File: src/design/u8dec_pkg.sv
`default_nettype none

package u8dec_pkg;

   localparam int BYTE_W = 8;
   localparam int CP_W   = 31;
   localparam int EXP_W  = 3;

   // default depth of the queue between decoder and emitter
   localparam int QUEUE_DEPTH_DEF = 4;

   localparam logic [CP_W-1:0] REPLACEMENT_CP = CP_W'(32'h0000_FFFD);

   // one decoded request outcome: a single result, or a replacement followed by one
   typedef struct packed {
      logic            pair;
      logic            repl;
      logic [CP_W-1:0] cp;
   } dec_entry_type;

endpackage

`default_nettype wire

File: src/design/utf8_byte_stream_decoder.sv
// path: a request byte's results pass through the decode queue, then the output register
// throughput: one request byte per cycle while the queue is not full; a byte that ends an
// interrupted sequence and also stands for itself gives two results, sent one after the other
// the decode queue absorbs such bursts; intake keeps one byte per cycle until it is full
// reset: synchronous, active high; clears the open sequence, the queue and the output
`default_nettype none

module utf8_byte_stream_decoder
   import u8dec_pkg::*;
#(
   parameter int QUEUE_DEPTH = QUEUE_DEPTH_DEF
)
(
   input  wire logic        clock,
   input  wire logic        reset,
   // request channel: raw bytes
   input  wire logic        req_tvalid,
   output logic             req_tready,
   input  wire logic [7:0]  req_tdata,   // [7:0] byte_in
   // result channel: decoded code points
   output logic             rsp_tvalid,
   input  wire logic        rsp_tready,
   output logic [31:0]      rsp_tdata,   // [30:0] code_point, [31] zero
   output logic             rsp_tuser,   // [0] replaced
   output logic             rsp_tlast    // last result caused by one request byte
);

   // front to queue
   logic          q_push;
   logic          q_full;
   dec_entry_type q_entry;

   // queue to back
   logic          q_pop;
   logic          q_not_empty;
   dec_entry_type q_head;

   logic [CP_W-1:0] rsp_cp;

   // front: takes bytes, tracks the open sequence, decides which results a byte makes
   u8dec_front u_front (
      .clock     (clock),
      .reset     (reset),
      .req_valid (req_tvalid),
      .req_byte  (req_tdata),
      .req_ready (req_tready),
      .q_full    (q_full),
      .q_push    (q_push),
      .q_entry   (q_entry)
   );

   // short queue so the decoder keeps going while the output stalls
   u8dec_queue #(
      .DEPTH (QUEUE_DEPTH)
   ) u_queue (
      .clock      (clock),
      .reset      (reset),
      .push       (q_push),
      .push_entry (q_entry),
      .full       (q_full),
      .pop        (q_pop),
      .not_empty  (q_not_empty),
      .head       (q_head)
   );

   // back: splits a pair into two results and drives the output register
   u8dec_back u_back (
      .clock       (clock),
      .reset       (reset),
      .q_not_empty (q_not_empty),
      .q_head      (q_head),
      .q_pop       (q_pop),
      .rsp_valid   (rsp_tvalid),
      .rsp_ready   (rsp_tready),
      .rsp_cp      (rsp_cp),
      .rsp_repl    (rsp_tuser),
      .rsp_last    (rsp_tlast)
   );

   // code point in the low bits, padded to a whole number of bytes
   assign rsp_tdata = {1'b0, rsp_cp};

endmodule

`default_nettype wire

File: src/design/u8dec_front.sv
`default_nettype none

module u8dec_front
   import u8dec_pkg::*;
(
   input  wire logic              clock,
   input  wire logic              reset,
   input  wire logic              req_valid,
   input  wire logic [BYTE_W-1:0] req_byte,
   output logic                   req_ready,
   input  wire logic              q_full,
   output logic                   q_push,
   output dec_entry_type          q_entry
);

   logic [EXP_W-1:0] exp_ff, exp_in;
   logic [CP_W-1:0]  acc_ff, acc_in;
   logic             accept;
   logic             is_cont;

   // handling of a byte with no sequence open
   logic             fr_emit;
   logic             fr_repl;
   logic [CP_W-1:0]  fr_cp;
   logic [EXP_W-1:0] fr_exp;
   logic [CP_W-1:0]  fr_acc;

   logic             emit;

   assign req_ready = !q_full;
   assign accept    = req_valid && req_ready;
   assign is_cont   = (req_byte[7:6] == 2'b10);

   always_comb begin
      fr_emit = 1'b0;
      fr_repl = 1'b0;
      fr_cp   = {{(CP_W-BYTE_W){1'b0}}, req_byte};
      fr_exp  = '0;
      fr_acc  = '0;
      priority if (!req_byte[7]) begin
         fr_emit = 1'b1;
      end else if (req_byte[7:1] == 7'h7F) begin
         fr_emit = 1'b1;
         fr_repl = 1'b1;
         fr_cp   = REPLACEMENT_CP;
      end else if (!req_byte[5]) begin
         fr_exp = EXP_W'(1);
         fr_acc = {{(CP_W-5){1'b0}}, req_byte[4:0]};
      end else if (!req_byte[4]) begin
         fr_exp = EXP_W'(2);
         fr_acc = {{(CP_W-4){1'b0}}, req_byte[3:0]};
      end else if (!req_byte[3]) begin
         fr_exp = EXP_W'(3);
         fr_acc = {{(CP_W-3){1'b0}}, req_byte[2:0]};
      end else if (!req_byte[2]) begin
         fr_exp = EXP_W'(4);
         fr_acc = {{(CP_W-2){1'b0}}, req_byte[1:0]};
      end else begin
         fr_exp = EXP_W'(5);
         fr_acc = {{(CP_W-1){1'b0}}, req_byte[0]};
      end
   end

   always_comb begin
      exp_in  = exp_ff;
      acc_in  = acc_ff;
      emit    = 1'b0;
      q_entry = '0;
      if (exp_ff != '0) begin
         if (is_cont) begin
            acc_in = {acc_ff[CP_W-7:0], req_byte[5:0]};
            exp_in = exp_ff - EXP_W'(1);
            if (exp_ff == EXP_W'(1)) begin
               emit       = 1'b1;
               q_entry.cp = acc_in;
            end
         end else begin
            // interrupted sequence: replacement first, then the byte afresh
            emit   = 1'b1;
            exp_in = fr_exp;
            acc_in = fr_acc;
            if (fr_emit) begin
               q_entry.pair = 1'b1;
               q_entry.cp   = fr_cp;
               q_entry.repl = fr_repl;
            end else begin
               q_entry.cp   = REPLACEMENT_CP;
               q_entry.repl = 1'b1;
            end
         end
      end else if (!is_cont) begin
         exp_in       = fr_exp;
         acc_in       = fr_acc;
         emit         = fr_emit;
         q_entry.cp   = fr_cp;
         q_entry.repl = fr_repl;
      end
   end

   assign q_push = accept && emit;

   always_ff @(posedge clock) begin
      if (reset) begin
         exp_ff <= '0;
         acc_ff <= '0;
      end else if (accept) begin
         exp_ff <= exp_in;
         acc_ff <= acc_in;
      end
   end

endmodule

`default_nettype wire

File: src/design/u8dec_queue.sv
`default_nettype none

module u8dec_queue
   import u8dec_pkg::*;
#(
   parameter int DEPTH = QUEUE_DEPTH_DEF
)
(
   input  wire logic          clock,
   input  wire logic          reset,
   input  wire logic          push,
   input  wire dec_entry_type push_entry,
   output logic               full,
   input  wire logic          pop,
   output logic               not_empty,
   output dec_entry_type      head
);

   localparam int PTR_W = (DEPTH > 1) ? $clog2(DEPTH) : 1;
   localparam int CNT_W = $clog2(DEPTH + 1);

   dec_entry_type slot_ff [DEPTH];
   logic [PTR_W-1:0] wr_ptr_ff, rd_ptr_ff;
   logic [CNT_W-1:0] cnt_ff;
   logic             do_push, do_pop;

   assign full      = (cnt_ff == CNT_W'(DEPTH));
   assign not_empty = (cnt_ff != '0);
   assign head      = slot_ff[rd_ptr_ff];
   assign do_push   = push && !full;
   assign do_pop    = pop && not_empty;

   function automatic logic [PTR_W-1:0] ptr_next(input logic [PTR_W-1:0] p);
      ptr_next = (p == PTR_W'(DEPTH - 1)) ? '0 : p + PTR_W'(1);
   endfunction

   always_ff @(posedge clock) begin
      if (do_push) begin
         slot_ff[wr_ptr_ff] <= push_entry;
      end
   end

   always_ff @(posedge clock) begin
      if (reset) begin
         wr_ptr_ff <= '0;
         rd_ptr_ff <= '0;
         cnt_ff    <= '0;
      end else begin
         if (do_push) begin
            wr_ptr_ff <= ptr_next(wr_ptr_ff);
         end
         if (do_pop) begin
            rd_ptr_ff <= ptr_next(rd_ptr_ff);
         end
         if (do_push && !do_pop) begin
            cnt_ff <= cnt_ff + CNT_W'(1);
         end else if (do_pop && !do_push) begin
            cnt_ff <= cnt_ff - CNT_W'(1);
         end
      end
   end

endmodule

`default_nettype wire

File: src/design/u8dec_back.sv
`default_nettype none

module u8dec_back
   import u8dec_pkg::*;
(
   input  wire logic          clock,
   input  wire logic          reset,
   input  wire logic          q_not_empty,
   input  wire dec_entry_type q_head,
   output logic               q_pop,
   output logic               rsp_valid,
   input  wire logic          rsp_ready,
   output logic [CP_W-1:0]    rsp_cp,
   output logic               rsp_repl,
   output logic               rsp_last
);

   logic            valid_ff, valid_in;
   logic [CP_W-1:0] cp_ff, cp_in;
   logic            repl_ff, repl_in;
   logic            last_ff, last_in;
   // second result of a pair, waiting behind the replacement
   logic            pend_ff, pend_in;
   logic [CP_W-1:0] pend_cp_ff, pend_cp_in;
   logic            pend_repl_ff, pend_repl_in;
   logic            load;

   assign load = !valid_ff || rsp_ready;

   always_comb begin
      valid_in     = valid_ff;
      cp_in        = cp_ff;
      repl_in      = repl_ff;
      last_in      = last_ff;
      pend_in      = pend_ff;
      pend_cp_in   = pend_cp_ff;
      pend_repl_in = pend_repl_ff;
      q_pop        = 1'b0;
      if (load) begin
         priority if (pend_ff) begin
            valid_in = 1'b1;
            cp_in    = pend_cp_ff;
            repl_in  = pend_repl_ff;
            last_in  = 1'b1;
            pend_in  = 1'b0;
         end else if (q_not_empty) begin
            q_pop    = 1'b1;
            valid_in = 1'b1;
            if (q_head.pair) begin
               cp_in        = REPLACEMENT_CP;
               repl_in      = 1'b1;
               last_in      = 1'b0;
               pend_in      = 1'b1;
               pend_cp_in   = q_head.cp;
               pend_repl_in = q_head.repl;
            end else begin
               cp_in   = q_head.cp;
               repl_in = q_head.repl;
               last_in = 1'b1;
            end
         end else begin
            valid_in = 1'b0;
         end
      end
   end

   always_ff @(posedge clock) begin
      if (reset) begin
         valid_ff <= 1'b0;
         pend_ff  <= 1'b0;
      end else begin
         valid_ff <= valid_in;
         pend_ff  <= pend_in;
      end
   end

   always_ff @(posedge clock) begin
      cp_ff        <= cp_in;
      repl_ff      <= repl_in;
      last_ff      <= last_in;
      pend_cp_ff   <= pend_cp_in;
      pend_repl_ff <= pend_repl_in;
   end

   assign rsp_valid = valid_ff;
   assign rsp_cp    = cp_ff;
   assign rsp_repl  = repl_ff;
   assign rsp_last  = last_ff;

endmodule

`default_nettype wire

File: config.mk
export PLATFORM = sky130hd
export DESIGN_NAME = utf8_byte_stream_decoder
export DESIGN_NICKNAME = d
export VERILOG_FILES = /design/src/design/u8dec_pkg.sv /design/src/design/utf8_byte_stream_decoder.sv /design/src/design/u8dec_front.sv /design/src/design/u8dec_queue.sv /design/src/design/u8dec_back.sv
export SDC_FILE = /design/constraint.sdc
export NUM_CORES = 1
export LEC_CHECK = 0
export ABC_CLOCK_PERIOD_IN_PS = 8500
export BUFFER_PORTS_ARGS = -buffer_cell sky130_fd_sc_hd__buf_2
export CAP_MARGIN = 20
export CORE_AREA = 5 5 223 117
export DETAILED_ROUTE_END_ITERATION = 12
export DIE_AREA = 0 0 228 122
export PLACE_DENSITY_LB_ADDON = 0.12
export SKIP_CTS_REPAIR_TIMING = 1
export SYNTH_ARGS = -nofsm -noshare
export SYNTH_HDL_FRONTEND = slang
export SYNTH_SLANG_ARGS = --single-unit
export TNS_END_PERCENT = 50
File: constraint.sdc
create_clock -name clock -period 8.5 [get_ports clock]
set_clock_uncertainty 0.05 [all_clocks]
set_input_delay 1.7 -clock clock [delete_from_list [all_inputs] [get_ports clock]]
set_output_delay 1.7 -clock clock [all_outputs]
set_load 0.02 [all_outputs]
==> impl_metrics.toml <==
[outcome]
status = "finished clean"

[logic_synthesis]
synthAdderAreaFrac_pct = 1.42
syn_inst = 611
synth.area.mux_share_pct = 8.69
ys_warn_count = 0
synth_top_family_by_area = "simple AND/OR/NAND/NOR gates"
synth_edf_count = 197
ys_seq_area_share_pct = 71.7
synth_nets = 633
yosys.area_share.xor_xnor_pct = 0.281
ys_types = 51
syn_area_per_cell_um2 = 15.3
synthSimpleGateAreaFrac_pct = 9.16
synth_compound_area_share_pct = 6.41
synth_area_um2 = 9340
yosys_register_bits = 236
synth_ff_type = "edfxtp_1"
synthArstFlopShare_pct = 0

[worst_setup_path]
reg2reg_depth = 6
worstPathRequired_ps = 8610
worst_path_largest_cell_delay_ps = 740
crit_path_start_kind = "input port"
cp_max_fo = 19
worstSetupPathType = "input port to register"
worst-endpoint-arrival_ps = 3950
cp-end-kind = "register"
cp_slowest_cell = "and2_1"
path_cells = "buf_2 -> nand2_1 -> o21a_1 -> a221oi_4 -> and2_1 -> buf_4"
reg2reg_slack_ps = 5270

[grt]
gr-usage-all-layers_pct = 14.4
grt_overflow = 0
antenna_found_initial = 0
grt_pass1_vias = 5033
grt_max_degree = 69
grt_pass1_wl_um = 31000

[timing]
slew_headroom_pct = 31.0
period_needed_ps = 3840
hold_viol = 0
final-max-slew-violation-count = 0
setup_tns_ps = 0
rsz0062_at_grt = "false"
layout_setup_ws_ps = 4660
finalSetupViolCount = 0
worst_pin_slew_ps = 1040
fmax_mhz = 260
fin_crit_sh_pct = 45.2

[clocking]
clkTransAtPathRegs_ps = 60
clkLatencyLatePin_ps = 500
clock_path_buffers = 3
cts_root_buf = "clkbuf_16"
htreeDepth = 1
clock-sinks = 236
numCtsBuffers = 22
cts_tree = "done"

[power_and_ir_drop]
ir_drop_mv = 0.119
seq_power_share_pct = 47.4
swShare_pct = 30.1
p_switching_mw = 1.03
p_per_area_nw_per_um2 = 321
leakagePower_nw = 3.55
p_comb_share_pct = 24.7
power_frac_clock_pct = 27.9
internal_power_mw = 2.38
finalPower_mw = 3.41

[route]
firstDrtPassIters = 4
num_vias = 5131
drc = 0
avgViaCountPerCell = 5.16
drt_iter0_markers = 379
detail-route-antenna-nets = 0
wire_per_inst_um = 20.0
routed_wl_um = 19900

[cells_and_area]
final-seq-area_um2 = 6700
final_core_util_pct = 43.8
multi_input_comb_area_um2 = 2440
diodes = 0
fill_cells = 2177
drive_above_1_share_pct = 20.2
final_area_um2 = 10600
area_growth_pct = 13.7
layout_common_cells = "edfxtp_1 (197), nand2_1 (87), buf_2 (46)"
nets = 679
layout_commonest_cell = "edfxtp_1"

[placement]
port-buffer-count = 46
dp_slack_ps = 4090
place_area_um2 = 9870
place_hpwl_um = 13000
gp_congestion = 0.820

[floorplanning]
die_h_um = 122
dieArea_um2 = 27800
die_w_um = 228
core-area_um2 = 24300
start_util_pct = 38.5
io_pins = 48
rows = 41

[worst_hold_path]
hold_class = "register to register"
min_path_cells = 2

[flow_run]
cap_violations = 0
==> per-stage QoR <==
| step | instances | hold WS, ps |
|---|---|---|
| 2_1_floorplan | 611 | 377 |
| 3_3_place_gp | 952 | 389 |
| 3_5_place_dp | 952 | 398 |
| 4_1_cts | 992 | 407 |
| 5_1_grt | 995 | 430 |
| 6_report | 995 | 402 |
==> layout make-up <==
type	count	area share [%]
sequential	236	63.1
inverter	8	0.283
multi-input combinational	331	23.0
timing repair buffer	58	3.39
clock buffer	31	5.89
tap	322	3.79
clock inverter	9	0.601
==> worst max-delay path: cells and delay by family <==
| kind | cells | cell delay (ps) |
|---|---|---|
| buffers and inverters | 2 | 640 |
| AOI/OAI and AO/OA | 2 | 740 |
| and+or+nand+nor | 2 | 850 |
==> final timing paths <==
kind,startpoint,endpoint
hold / removal,u_front.acc_ff[21]$_SDFFE_PP0P_,u_front.acc_ff[21]$_SDFFE_PP0P_
setup reg to reg,u_front.exp_ff[0]$_SDFFE_PP0P_,u_queue.slot_ff[1][0]$_DFFE_PP_
hold reg to reg,u_front.acc_ff[21]$_SDFFE_PP0P_,u_front.acc_ff[21]$_SDFFE_PP0P_
setup / recovery,req_tdata[5],u_queue.slot_ff[1][0]$_DFFE_PP_
==> synthesized netlist by cell type (all sizes together), types with 8 or more instances <==
| master | n | share of area [%] |
|---|---|---|
| and2 | 20 | 1.4 |
| clkbuf | 14 | 0.56 |
| a21o | 13 | 1.0 |
| dfxtp | 39 | 8.4 |
| nand2 | 87 | 3.5 |
| nand3 | 25 | 1.3 |
| o21ai | 35 | 1.9 |
| buf | 22 | 1.4 |
| edfxtp | 197 | 63 |
| mux4 | 32 | 7.7 |
| nor2 | 28 | 1.2 |
| ha | 9 | 1.2 |
| inv | 8 | 0.32 |
| a21oi | 30 | 1.6 |
==> logic make-up after synthesis <==
family,Yosys count
DFF,236
and+or+nand+nor,181
AOI/OAI and AO/OA,96
buffers and inverters,44
muxes,40
adders and majority gates,10
xor gates and xnor gates,3
other,1
==> layer usage <==
| layer | vias to the layer above | GRT usage, % | share of wire, % |
|---|---|---|---|
| met5 | - | 0 | 0 |
| met4 | 0 | 2.34 | 1.2 |
| met3 | 22 | 2.77 | 5.7 |
| met2 | 146 | 19.1 | 39 |
| met1 | 2580 | 24.3 | 54 |
| li1 | 2383 | - | - |
==> flip-flops by register name, summed over array words and instances (netlist names), named ones only <==
register	count
u_back.pend_cp_ff	31
u_back.pend_ff	1
u_back.pend_repl_ff	1
u_back.rsp_cp	31
u_back.rsp_last	1
u_back.rsp_repl	1
u_back.rsp_valid	1
u_front.acc_ff	25
u_front.exp_ff	3
u_queue.cnt_ff	3
u_queue.rd_ptr_ff	2
u_queue.slot_ff	132
u_queue.wr_ptr_ff	2
==> power groups by stage <==
stage / registers, mW / clock network, mW / logic, mW
floorplan: 1.74 / 0 / 0.471
global placement: 1.66 / 0 / 0.811
detailed placement: 1.67 / 0 / 0.813
CTS: 1.64 / 0.975 / 0.814
global route: 1.64 / 1.03 / 0.936
finish: 1.62 / 0.950 / 0.842
Power figures use the tool's default switching activity.
